<file path="src/hw/rtl/msau_pkg.sv">
package msau_pkg;

  localparam int ALARM_SLOTS = 8;
  localparam int SLOT_W      = (ALARM_SLOTS > 1) ? $clog2(ALARM_SLOTS) : 1;

  typedef logic [SLOT_W-1:0] slot_idx_t;

  typedef enum logic [2:0] {
    MODE_BROWSE = 3'd0,
    MODE_HOUR   = 3'd1,
    MODE_MINUTE = 3'd2,
    MODE_SECOND = 3'd3,
    MODE_ONOFF  = 3'd4
  } mode_t;

  typedef enum logic [2:0] {
    ST_IDLE,
    ST_DISPATCH,
    ST_SCAN,
    ST_SCAN_END,
    ST_EDIT_RD,
    ST_EDIT_WR,
    ST_SHOW_RD,
    ST_SHOW
  } ctrl_state_t;

  typedef struct packed {
    logic       kind;
    logic [4:0] now_hour;
    logic [5:0] now_minute;
    logic [5:0] now_second;
    logic       button_back;
    logic       button_mode;
    logic       button_change;
  } in_item_t;

  typedef struct packed {
    logic       ring;
    logic       leave_screen;
    logic [2:0] edit_mode;
    logic [2:0] selected_slot;
    logic [4:0] slot_hour;
    logic [5:0] slot_minute;
    logic [5:0] slot_second;
    logic       slot_enabled;
  } out_item_t;

  typedef struct packed {
    logic       on;
    logic [4:0] hour;
    logic [5:0] minute;
    logic [5:0] second;
  } slot_entry_t;

  // controller -> datapath
  typedef struct packed {
    logic load;
    logic scan_rd;
    logic edit_wr;
    logic show_out;
  } dp_cmd_t;

  // datapath -> controller
  typedef struct packed {
    logic is_time;
    logic edit_req;
    logic scan_last;
  } dp_status_t;

endpackage

</file>
<file path="src/hw/rtl/msau_ctrl.sv">
module msau_ctrl (
  input  logic                 clk,
  input  logic                 rst_n,
  input  logic                 start,
  input  msau_pkg::dp_status_t status,
  output msau_pkg::dp_cmd_t    cmd,
  output logic                 busy
);
  import msau_pkg::*;

  ctrl_state_t state_r, state_nxt;

  always_ff @(posedge clk) begin
    if (!rst_n) begin
      state_r <= ST_IDLE;
    end else begin
      state_r <= state_nxt;
    end
  end

  always_comb begin
    state_nxt = state_r;
    case (state_r)
      ST_IDLE: begin
        if (start) state_nxt = ST_DISPATCH;
      end
      ST_DISPATCH: begin
        if (status.is_time)       state_nxt = ST_SCAN;
        else if (status.edit_req) state_nxt = ST_EDIT_RD;
        else                      state_nxt = ST_SHOW_RD;
      end
      ST_SCAN: begin
        if (status.scan_last) state_nxt = ST_SCAN_END;
      end
      ST_SCAN_END: state_nxt = ST_SHOW_RD;
      ST_EDIT_RD:  state_nxt = ST_EDIT_WR;
      ST_EDIT_WR:  state_nxt = ST_SHOW_RD;
      ST_SHOW_RD:  state_nxt = ST_SHOW;
      ST_SHOW:     state_nxt = ST_IDLE;
      default:     state_nxt = ST_IDLE;
    endcase
  end

  always_comb begin
    cmd  = '0;
    busy = 1'b1;
    case (state_r)
      ST_IDLE: begin
        busy     = 1'b0;
        cmd.load = start;
      end
      ST_SCAN:    cmd.scan_rd  = 1'b1;
      ST_EDIT_WR: cmd.edit_wr  = 1'b1;
      ST_SHOW:    cmd.show_out = 1'b1;
      default: begin
      end
    endcase
  end

`ifndef NO_ASSERTIONS
  a_accept_dispatch: assert property (@(posedge clk) disable iff (!rst_n)
    (state_r == ST_IDLE && start) |=> (state_r == ST_DISPATCH))
    else $error("accepted transaction did not dispatch");

  a_show_ends: assert property (@(posedge clk) disable iff (!rst_n)
    (state_r == ST_SHOW) |=> (state_r == ST_IDLE && !busy))
    else $error("controller did not return to idle after result");

  a_edit_pair: assert property (@(posedge clk) disable iff (!rst_n)
    (state_r == ST_EDIT_RD) |=> cmd.edit_wr)
    else $error("edit read not followed by write");
`endif

endmodule

</file>
<file path="src/hw/rtl/msau_datapath.sv">
module msau_datapath (
  input  logic                 clk,
  input  logic                 rst_n,
  input  msau_pkg::in_item_t   in_data,
  input  msau_pkg::dp_cmd_t    cmd,
  output msau_pkg::dp_status_t status,
  output logic                 out_valid,
  output msau_pkg::out_item_t  out_data
);
  import msau_pkg::*;

  slot_entry_t             mem [ALARM_SLOTS];
  logic [ALARM_SLOTS-1:0]  vld_r;

  in_item_t    item_r;
  mode_t       mode_r;
  slot_idx_t   slot_r;
  slot_idx_t   scan_idx_r;
  slot_idx_t   prev_idx_r;
  logic        cmp_vld_r;
  logic        ring_r;
  logic        leave_r;
  slot_entry_t rd_data_r;
  logic        rd_vld_r;
  out_item_t   out_r;
  logic        out_valid_r;

  slot_entry_t rd_entry;
  slot_idx_t   rd_addr;
  logic        hit;
  logic        wr_en;
  slot_idx_t   wr_addr;
  slot_entry_t wr_data;
  slot_entry_t edit_entry;
  mode_t       mode_a;
  mode_t       mode_b;
  logic        leave_a;
  slot_idx_t   slot_b;

  // unwritten entries read as the reset value
  assign rd_entry = rd_vld_r ? rd_data_r : '0;
  assign rd_addr  = cmd.scan_rd ? scan_idx_r : slot_r;

  assign hit = cmp_vld_r && rd_entry.on &&
               (rd_entry.hour == item_r.now_hour) &&
               (rd_entry.minute == item_r.now_minute) &&
               (rd_entry.second == item_r.now_second);

  // button sequence: back, then mode, then change
  always_comb begin
    mode_a  = mode_r;
    leave_a = 1'b0;
    if (in_data.button_back) begin
      if (mode_r inside {[MODE_HOUR:MODE_ONOFF]}) mode_a = MODE_BROWSE;
      else                                        leave_a = 1'b1;
    end
    mode_b = mode_a;
    if (in_data.button_mode) begin
      if (mode_a inside {[MODE_HOUR:MODE_SECOND]}) mode_b = mode_t'(mode_a + 3'd1);
      else                                         mode_b = MODE_HOUR;
    end
    slot_b = slot_r;
    if (in_data.button_change && !(mode_b inside {[MODE_HOUR:MODE_ONOFF]})) begin
      if (slot_r == SLOT_W'(ALARM_SLOTS - 1)) slot_b = '0;
      else                                    slot_b = slot_r + 1'b1;
    end
  end

  always_comb begin
    edit_entry = rd_entry;
    case (mode_r)
      MODE_HOUR:   edit_entry.hour   = (rd_entry.hour >= 5'd23) ? 5'd0 : rd_entry.hour + 5'd1;
      MODE_MINUTE: edit_entry.minute = (rd_entry.minute >= 6'd59) ? 6'd0
                                                                  : rd_entry.minute + 6'd1;
      MODE_SECOND: edit_entry.second = (rd_entry.second >= 6'd59) ? 6'd0
                                                                  : rd_entry.second + 6'd1;
      MODE_ONOFF:  edit_entry.on     = ~rd_entry.on;
      default: begin
      end
    endcase
  end

  always_comb begin
    wr_en   = 1'b0;
    wr_addr = slot_r;
    wr_data = edit_entry;
    if (hit) begin
      wr_en      = 1'b1;
      wr_addr    = prev_idx_r;
      wr_data    = rd_entry;
      wr_data.on = 1'b0;
    end else if (cmd.edit_wr) begin
      wr_en = 1'b1;
    end
  end

  always_ff @(posedge clk) begin
    if (wr_en) mem[wr_addr] <= wr_data;
    rd_data_r <= mem[rd_addr];
  end

  always_ff @(posedge clk) begin
    if (!rst_n) begin
      vld_r    <= '0;
      rd_vld_r <= 1'b0;
    end else begin
      if (wr_en) vld_r[wr_addr] <= 1'b1;
      rd_vld_r <= vld_r[rd_addr];
    end
  end

  always_ff @(posedge clk) begin
    if (!rst_n) begin
      mode_r      <= MODE_BROWSE;
      slot_r      <= '0;
      cmp_vld_r   <= 1'b0;
      out_valid_r <= 1'b0;
      ring_r      <= 1'b0;
      leave_r     <= 1'b0;
      scan_idx_r  <= '0;
    end else begin
      cmp_vld_r   <= cmd.scan_rd;
      out_valid_r <= cmd.show_out;
      if (cmd.load) begin
        ring_r     <= 1'b0;
        scan_idx_r <= '0;
        if (in_data.kind) begin
          mode_r  <= mode_b;
          slot_r  <= slot_b;
          leave_r <= leave_a;
        end else begin
          leave_r <= 1'b0;
        end
      end
      if (cmd.scan_rd) scan_idx_r <= scan_idx_r + 1'b1;
      if (hit) ring_r <= 1'b1;
    end
  end

  always_ff @(posedge clk) begin
    if (cmd.load)    item_r     <= in_data;
    if (cmd.scan_rd) prev_idx_r <= scan_idx_r;
    if (cmd.show_out) begin
      out_r.ring          <= ring_r;
      out_r.leave_screen  <= leave_r;
      out_r.edit_mode     <= mode_r;
      out_r.selected_slot <= 3'(slot_r);
      out_r.slot_hour     <= rd_entry.hour;
      out_r.slot_minute   <= rd_entry.minute;
      out_r.slot_second   <= rd_entry.second;
      out_r.slot_enabled  <= rd_entry.on;
    end
  end

  assign status.is_time   = ~item_r.kind;
  assign status.edit_req  = item_r.button_change && (mode_r inside {[MODE_HOUR:MODE_ONOFF]});
  assign status.scan_last = (scan_idx_r == SLOT_W'(ALARM_SLOTS - 1));

  assign out_valid = out_valid_r;
  assign out_data  = out_r;

`ifndef NO_ASSERTIONS
  a_one_writer: assert property (@(posedge clk) disable iff (!rst_n)
    !(hit && cmd.edit_wr))
    else $error("scan clear and edit write collide");

  a_slot_range: assert property (@(posedge clk) disable iff (!rst_n)
    (32'(slot_r) < ALARM_SLOTS))
    else $error("selected slot out of range");

  a_mode_range: assert property (@(posedge clk) disable iff (!rst_n)
    out_valid_r |-> (out_r.edit_mode <= 3'd4))
    else $error("edit mode out of range on result");

  a_no_ring_on_button: assert property (@(posedge clk) disable iff (!rst_n)
    out_valid_r |-> !(out_r.ring && out_r.leave_screen))
    else $error("ring and leave_screen both set");
`endif

endmodule

</file>
<file path="src/hw/rtl/multi_slot_alarm_unit.sv">
// Channel  | Ports                     | Transaction
// ---------+---------------------------+----------------------------------------
// input    | start, busy, in_data      | taken at an edge with start=1, busy=0
// result   | out_valid, out_data       | one cycle wide strobe, always taken
//
// Time check: the slot table is scanned one slot per cycle through its single
// read port. Button event: when a slot field is edited, the slot table goes
// through a read-modify-write before the result.
// The result strobe comes in the first cycle with busy low; a new transaction
// may be accepted in that same cycle. Reset (rst_n low, synchronous) empties the
// table, selects slot 0 in browse mode. The receiver cannot stall.
module multi_slot_alarm_unit (
  input  logic                clk,
  input  logic                rst_n,
  input  logic                start,
  output logic                busy,
  input  msau_pkg::in_item_t  in_data,
  output logic                out_valid,
  output msau_pkg::out_item_t out_data
);
  import msau_pkg::*;

  dp_cmd_t    cmd;
  dp_status_t status;

  msau_ctrl u_ctrl (
    .clk    (clk),
    .rst_n  (rst_n),
    .start  (start),
    .status (status),
    .cmd    (cmd),
    .busy   (busy)
  );

  msau_datapath u_datapath (
    .clk       (clk),
    .rst_n     (rst_n),
    .in_data   (in_data),
    .cmd       (cmd),
    .status    (status),
    .out_valid (out_valid),
    .out_data  (out_data)
  );

endmodule
</file>
<file path="config.mk">
export PLATFORM = sky130hd
export DESIGN_NAME = multi_slot_alarm_unit
export DESIGN_NICKNAME = d
export VERILOG_FILES = /design/src/hw/rtl/msau_pkg.sv /design/src/hw/rtl/msau_ctrl.sv /design/src/hw/rtl/msau_datapath.sv /design/src/hw/rtl/multi_slot_alarm_unit.sv
export SDC_FILE = /design/constraint.sdc
export NUM_CORES = 1
export LEC_CHECK = 0
export BUFFER_PORTS_ARGS = -buffer_cell sky130_fd_sc_hd__buf_2
export CORE_AREA = 4 4 152 154
export DETAILED_ROUTE_END_ITERATION = 6
export DIE_AREA = 0 0 156 158
export PLACE_DENSITY = 0.72
export SETUP_SLACK_MARGIN = 0.02
export SLEW_MARGIN = 0
export SYNTH_ARGS = -nofsm -noshare
export SYNTH_HDL_FRONTEND = slang
export SYNTH_SLANG_ARGS = --single-unit
</file>
<file path="constraint.sdc">
create_clock -name clk -period 5.1 [get_ports clk]
set_input_delay 1.02 -clock clk [delete_from_list [all_inputs] [get_ports clk]]
set_output_delay 1.02 -clock clk [all_outputs]
set_load 0.01 [all_outputs]
</file>
# After elaboration in Yosys (flattened, before gate mapping)
# Memory sizes are Yosys's and may differ from the RTL's. A register that Yosys moved wholly into a read port is not among the register bits.
# Cells that the tools add are included.
# Widths: inputs -> output; s select.
[word_totals]
register_bits = 73
mem_bits_ro = 0
out_inout_bits = 28
latch_bits = 0
memories = 1
input_bits = 24
ramBits = 144
[mem_list]
columns = ["name", "words", "word_bits", "read_ports", "rd_ports_with_merged_regs", "write_ports", "line", "rtl"]
rows = [
  ["u_datapath.mem", 8, 18, 1, 1, 1, "msau_datapath.sv:12", "slot_entry_t mem [ALARM_SLOTS];"],
]
[classes]
n_addsub = 6
mul = 0
muxes = 41
bitwise_logic = 2
n_eq_ne = 18
reduce_logical = 18
shifts = 0
order_cmp = 12
div_mod_pow = 0
[op_table]
columns = ["op", "count"]
rows = [
  ["$mux 18", 2],
  ["$mux 3", 12],
  ["$mux 6", 4],
  ["$eq 3x3->1 const B", 7],
  ["$pmux 3 s7", 1],
  ["$mux 1", 17],
  ["$add 6x1->6 const B", 2],
  ["$eq 3x2->1 const B", 4],
  ["$eq 6x6->1", 2],
  ["$ge 3x1->1 const B", 4],
  ["$ge 6x6->1 const B", 2],
  ["$logic_and 1x1->1", 10],
  ["$mux 5", 2],
  ["$add 3x1->3 const B", 3],
  ["$lt 3x4->1 const B", 2],
  ["$or 8x8->8", 1],
  ["$eq 3x1->1 const B", 2],
  ["$le 3x3->1 const B", 2],
  ["$add 5x1->5 const B", 1],
  ["$eq 5x5->1", 1],
  ["$ge 5x5->1 const B", 1],
  ["$ne 2x2->1 const B", 2],
  ["$reduce_and 2->1", 2],
  ["$reduce_bool 2->1", 2],
  ["other kinds (9)", 9],
]

# Longest topological paths before layout
[logic_depth]
depth_word = 13
mapped_depth = 11

# Cells and area by module
# From an unflattened synthesis, not the netlist that was laid out.
[unflattened]
cells_unflattened = 604
area_unflattened_um2 = 9686.8
[modules_own_cells]
columns = ["module", "seq_area_each_um2", "cells_per_inst", "instances", "area_per_inst_um2"]
rows = [
  ["msau_datapath", 6566.3, 584, 1, 9531.6],
  ["msau_ctrl", 60.1, 20, 1, 155.1],
]

# Worst setup path before layout
# Ideal clock, no wire load.
[synth_timing]
path_type = "register -> register"
start = "reg u_datapath.item_r[6] (netlist name)"
end = "mem u_datapath.mem[1][0] (netlist name) (enable)"
stages_incl_launch_ff = 8
period_less_slack_ns = 3.514
setup_ns = 0.421
arrival_ns = 3.093
required_time_ns = 4.679
slack_ns = 1.586
n_path_buf = 2
path_cell_list = "edfxtp_1 > a22o_1 > a2111oi_0 > and4_1 > buf_2 > buf_4 > nand2_1 > o31ai_1"
[synth_between]
elab_chain_cells = 5
word_cells_on_any_way = 6
[synth_rtl]
columns = ["element", "line", "rtl"]
rows = [
  ["from (decl)", "msau_datapath.sv:15", "in_item_t item_r;"],
  ["from (signal assigned)", "msau_datapath.sv:141", "if (cmd.load) item_r <= in_data;"],
  ["$eq 6x6->1 *", "msau_datapath.sv:47", "(rd_entry.second == item_r.now_second);"],
  ["$logic_and 1x1->1 *", "msau_datapath.sv:46", "(rd_entry.minute == item_r.now_minute) &&"],
  ["$mux 1", "msau_datapath.sv:87", "if (hit) begin"],
  ["$mux 1", "msau_datapath.sv:98", "if (wr_en) mem[wr_addr] <= wr_data;"],
  ["$mux 1 (implied by the code)", "msau_datapath.sv:98", ""],
  ["to (decl)", "msau_datapath.sv:12", ""],
]
# Every way passes the cells marked *; elsewhere a longest branch is shown, timed or not.

==> results_dict.tcl <==
set metrics [dict create \
    ys.flop_type "sky130_fd_sc_hd__edfxtp_1" \
    cts.clk_slew.worst_paths_ps 60 \
    start_util_pct 44.7 \
    worstHoldStart "u_datapath.ring_r" \
    worstHoldPathType "reg -> reg" \
    internal_power_mw 3.08 \
    die-height_um 158 \
    worst_ir_drop_vdd_uv 183 \
    wire_length_per_cell_um 20.3 \
    grt_pass1_wl_um 30800 \
    sequentialPowerShare_pct 55.0 \
    synthToLayoutAreaGrowth_pct 13.1 \
    unrepaired_setup_endpoints_after_global_routing "false" \
    detail_route.vias_per_cell 5.71 \
    cts_sinks 235 \
    yosysWarnings 0 \
    power_leakage_nw 3.83 \
    max_freq_ghz 0.254 \
    layout-drive-gt1-share_pct 22.9 \
    nets 704 \
    tns_ps 0 \
    cts_tree "built" \
    max_cap_viol_count 0 \
    cts_hold_buffers 0 \
    grt_util_all_layers_pct 15.9 \
    cts_buffers 23 \
    multi_input_comb_area_um2 2890 \
    ant_nets 0 \
    timing.critical_path.from_type "flop" \
    regToRegStartpoint "u_datapath.rd_vld_r" \
    combinationalPowerShare_pct 3.5 \
    worstSetupEndpointType "flop" \
    synth_async_sr_flop_share_pct 0 \
    routed_wirelength_um 19600 \
    post-cts-setup-buffer-count 0 \
    p_sw_share_pct 20.4 \
    crit_path_max_fanout 32 \
    dp_hpwl_um 13300 \
    crit_path_max_incr_delay_ps 910 \
    worst_ep_arrival_time_ps 4050 \
    synth_sequential_area_ratio_pct 68.3 \
    crit_type "reg -> reg" \
    syn_avg_cell_area_um2 15.8 \
    route.vias.total 5520 \
    synth.ff_latch_count 235 \
    gpl.final_weighted_congestion 0.885 \
    crit_path_start "u_datapath.rd_vld_r" \
    timing_worst_slew_pin_value_ps 1130 \
    routed-wl-met2_um 9200 \
    power.total_mw 3.86 \
    power-per-cell-area_nw_per_um2 352 \
    wl_met3_um 1300 \
    finalCriticalPeriod_ps 3930 \
    run_status "completed" \
    coreArea_um2 21700 \
    slew-limit-headroom_pct 24.1 \
    drc_errors 0 \
    clkPwrFrac_pct 41.5 \
    cts_max_path_buffers 3 \
    grt_max_degree 39 \
    postCtsResizedCells 0 \
    top_layer "met4" \
    final_cell_mix "192 x sky130_fd_sc_hd__edfxtp_1, 51 x sky130_fd_sc_hd__buf_2, 46 x sky130_fd_sc_hd__nand2_1" \
    post-route-period-util_pct 77.1 \
    io-pin-count 52 \
    clock-root-buffer "sky130_fd_sc_hd__clkbuf_16" \
    timing.clock.skew_ps 13.0 \
    finalMaxSlewViolations 0 \
    synth-edff-count 192 \
    cp_data_required_time_ps 5220 \
    crit_path_cell_trace "and2_1 > o2111ai_1 > a2111oi_0 > nand4_1 > nor4_1 > or2_1" \
    port_buffers 51 \
    antenna_found_initial 0 \
    die-width_um 156 \
    core.rowCount 54 \
    synthesis.instances 616 \
    syn-cell-area_um2 9700 \
    worst_skew_pair.late_latency_ps 500 \
    num-fill-cells 1727 \
    vias_in_the_first_global_route 5619 \
    die_area_um2 24600 \
    setup_violations 0 \
    drt_pre_antenna_iters 5 \
    met1_length_um 8560 \
    ff_latch_area_um2 6630 \
    synthesis.nets 650 \
    antenna-diode-count 0 \
    mostFrequentLayoutCell "sky130_fd_sc_hd__edfxtp_1" \
    cell_variety_after_synth 63 \
    final-hold-violation-count 0 \
    grt_remaining_overflow 0 \
    worst_path_max_delay_cell "sky130_fd_sc_hd__dfxtp_1" \
    ctsHtreeMaxLevel 1 \
    drtIter0Drc 488 \
    p_switching_uw 786 \
]
-- cell type report --
| class | count | share of cell area, % |
|---|---|---|
| Clock inverter | 9 | 0.707 |
| Tap cell | 280 | 3.19 |
| Clock buffer | 32 | 5.83 |
| Inverter | 22 | 0.752 |
| Multi-Input combinational cell | 330 | 26.3 |
| Sequential cell | 235 | 60.4 |
| Timing Repair Buffer | 58 | 2.80 |
-- synthesized netlist by cell type, types with 3 or more instances --
cell type / count / area (µm²)
sky130_fd_sc_hd__nand3_1: 15 / 75.1
sky130_fd_sc_hd__o31ai_1: 5 / 37.5
sky130_fd_sc_hd__mux4_2: 38 / 856
sky130_fd_sc_hd__buf_6: 3 / 33.8
sky130_fd_sc_hd__nor2b_1: 7 / 43.8
sky130_fd_sc_hd__dfxtp_1: 43 / 861
sky130_fd_sc_hd__o21ai_1: 5 / 25.0
sky130_fd_sc_hd__xor2_1: 3 / 26.3
sky130_fd_sc_hd__edfxtp_1: 192 / 5770
sky130_fd_sc_hd__and2_1: 20 / 125
sky130_fd_sc_hd__buf_2: 11 / 55.1
sky130_fd_sc_hd__o21ai_0: 14 / 70.1
sky130_fd_sc_hd__o22a_1: 3 / 26.3
sky130_fd_sc_hd__nor4_1: 4 / 25.0
sky130_fd_sc_hd__buf_4: 4 / 30.0
sky130_fd_sc_hd__nand4_1: 4 / 25.0
sky130_fd_sc_hd__o31a_1: 4 / 35.0
sky130_fd_sc_hd__xnor2_1: 5 / 43.8
sky130_fd_sc_hd__mux2i_1: 9 / 90.1
sky130_fd_sc_hd__o22ai_1: 9 / 56.3
sky130_fd_sc_hd__nor3_1: 10 / 50.1
sky130_fd_sc_hd__or4_1: 4 / 30.0
sky130_fd_sc_hd__inv_1: 21 / 78.8
sky130_fd_sc_hd__o2111ai_1: 4 / 35.0
sky130_fd_sc_hd__ha_1: 10 / 125
sky130_fd_sc_hd__nor4b_1: 3 / 26.3
sky130_fd_sc_hd__clkbuf_1: 10 / 37.5
sky130_fd_sc_hd__o211ai_1: 3 / 22.5
sky130_fd_sc_hd__a21oi_1: 8 / 40.0
sky130_fd_sc_hd__a41oi_1: 5 / 43.8
sky130_fd_sc_hd__o21a_1: 3 / 22.5
sky130_fd_sc_hd__mux2_2: 18 / 203
sky130_fd_sc_hd__a21boi_1: 5 / 37.5
sky130_fd_sc_hd__or2_1: 3 / 18.8
sky130_fd_sc_hd__nand2_1: 46 / 173
sky130_fd_sc_hd__nor2_1: 15 / 56.3
sky130_fd_sc_hd__nand2b_1: 16 / 100
-- layer usage --
metal  vias up  track usage [%]
met5         -                0
met4         0             6.09
met1      2721             22.3
li1       2526                -
met2       223             25.3
met3        50             2.52
-- metrics by stage --
stage,utilization [%],cells,hold WS (ps),setup WS [ps],instance area (µm²)
floorplan,-,616,406,1590,9700
global placement,47.3,925,417,1520,10300
detailed placement,47.3,925,424,1210,10300
CTS,50.6,966,440,1190,11000
global route,50.6,966,451,910,11000
finish,50.6,966,440,1170,11000
-- logic make-up after synthesis --
| logic type | count (synthesis) | share of synthesized area, % |
|---|---|---|
| fa+ha+maj | 10 | 1.29 |
| simple gates | 159 | 8.82 |
| flops | 235 | 68.3 |
| compound gates | 87 | 6.38 |
| xor+xnor | 8 | 0.722 |
| mux | 66 | 12.0 |
| buf+inv | 51 | 2.51 |
-- power groups by stage --
stage	clock (mW)	combinational [mW]	sequential, mW
floorplan	0	0.104	2.14
global placement	0	0.129	2.16
detailed placement	0	0.135	2.16
CTS	1.64	0.136	2.12
global route	1.72	0.149	2.12
finish	1.60	0.136	2.12
-- path summary, 6_finish.rpt --
path	slack [ps]	endpoint	depth (start not counted)
worst max register to register	1170	u_datapath.mem[0][13]	6
worst min register to register	440	u_datapath.out_data[25]	0
worst max-delay path	1170	u_datapath.mem[0][13]	6
worst min-delay path	440	u_datapath.out_data[25]	0
-- state kept, by name, summed over array words and instances (netlist names) --
register and flops:
u_ctrl.state_r 3, u_datapath.prev_idx_r 3, u_datapath.item_r 19, u_datapath.mode_r 3
u_datapath.rd_vld_r 1, u_datapath.mem 144, u_datapath.out_data 26, u_datapath.slot_r 3
u_datapath.out_valid 1, u_datapath.scan_idx_r 3, u_datapath.ring_r 1, u_datapath.leave_r 1
u_datapath.cmp_vld_r 1, u_datapath.vld_r 8, u_datapath.rd_data_r 18
-- critical path, delay by kind of cell, from the launching register on --
family | cells | cell delay (ps)
AND/OR/NAND/NOR | 4 | 2040
flip-flops | 1 | 910
AO/OA/AOI/OAI | 2 | 590
No activity file was read; power rests on OpenSTA's default activity.
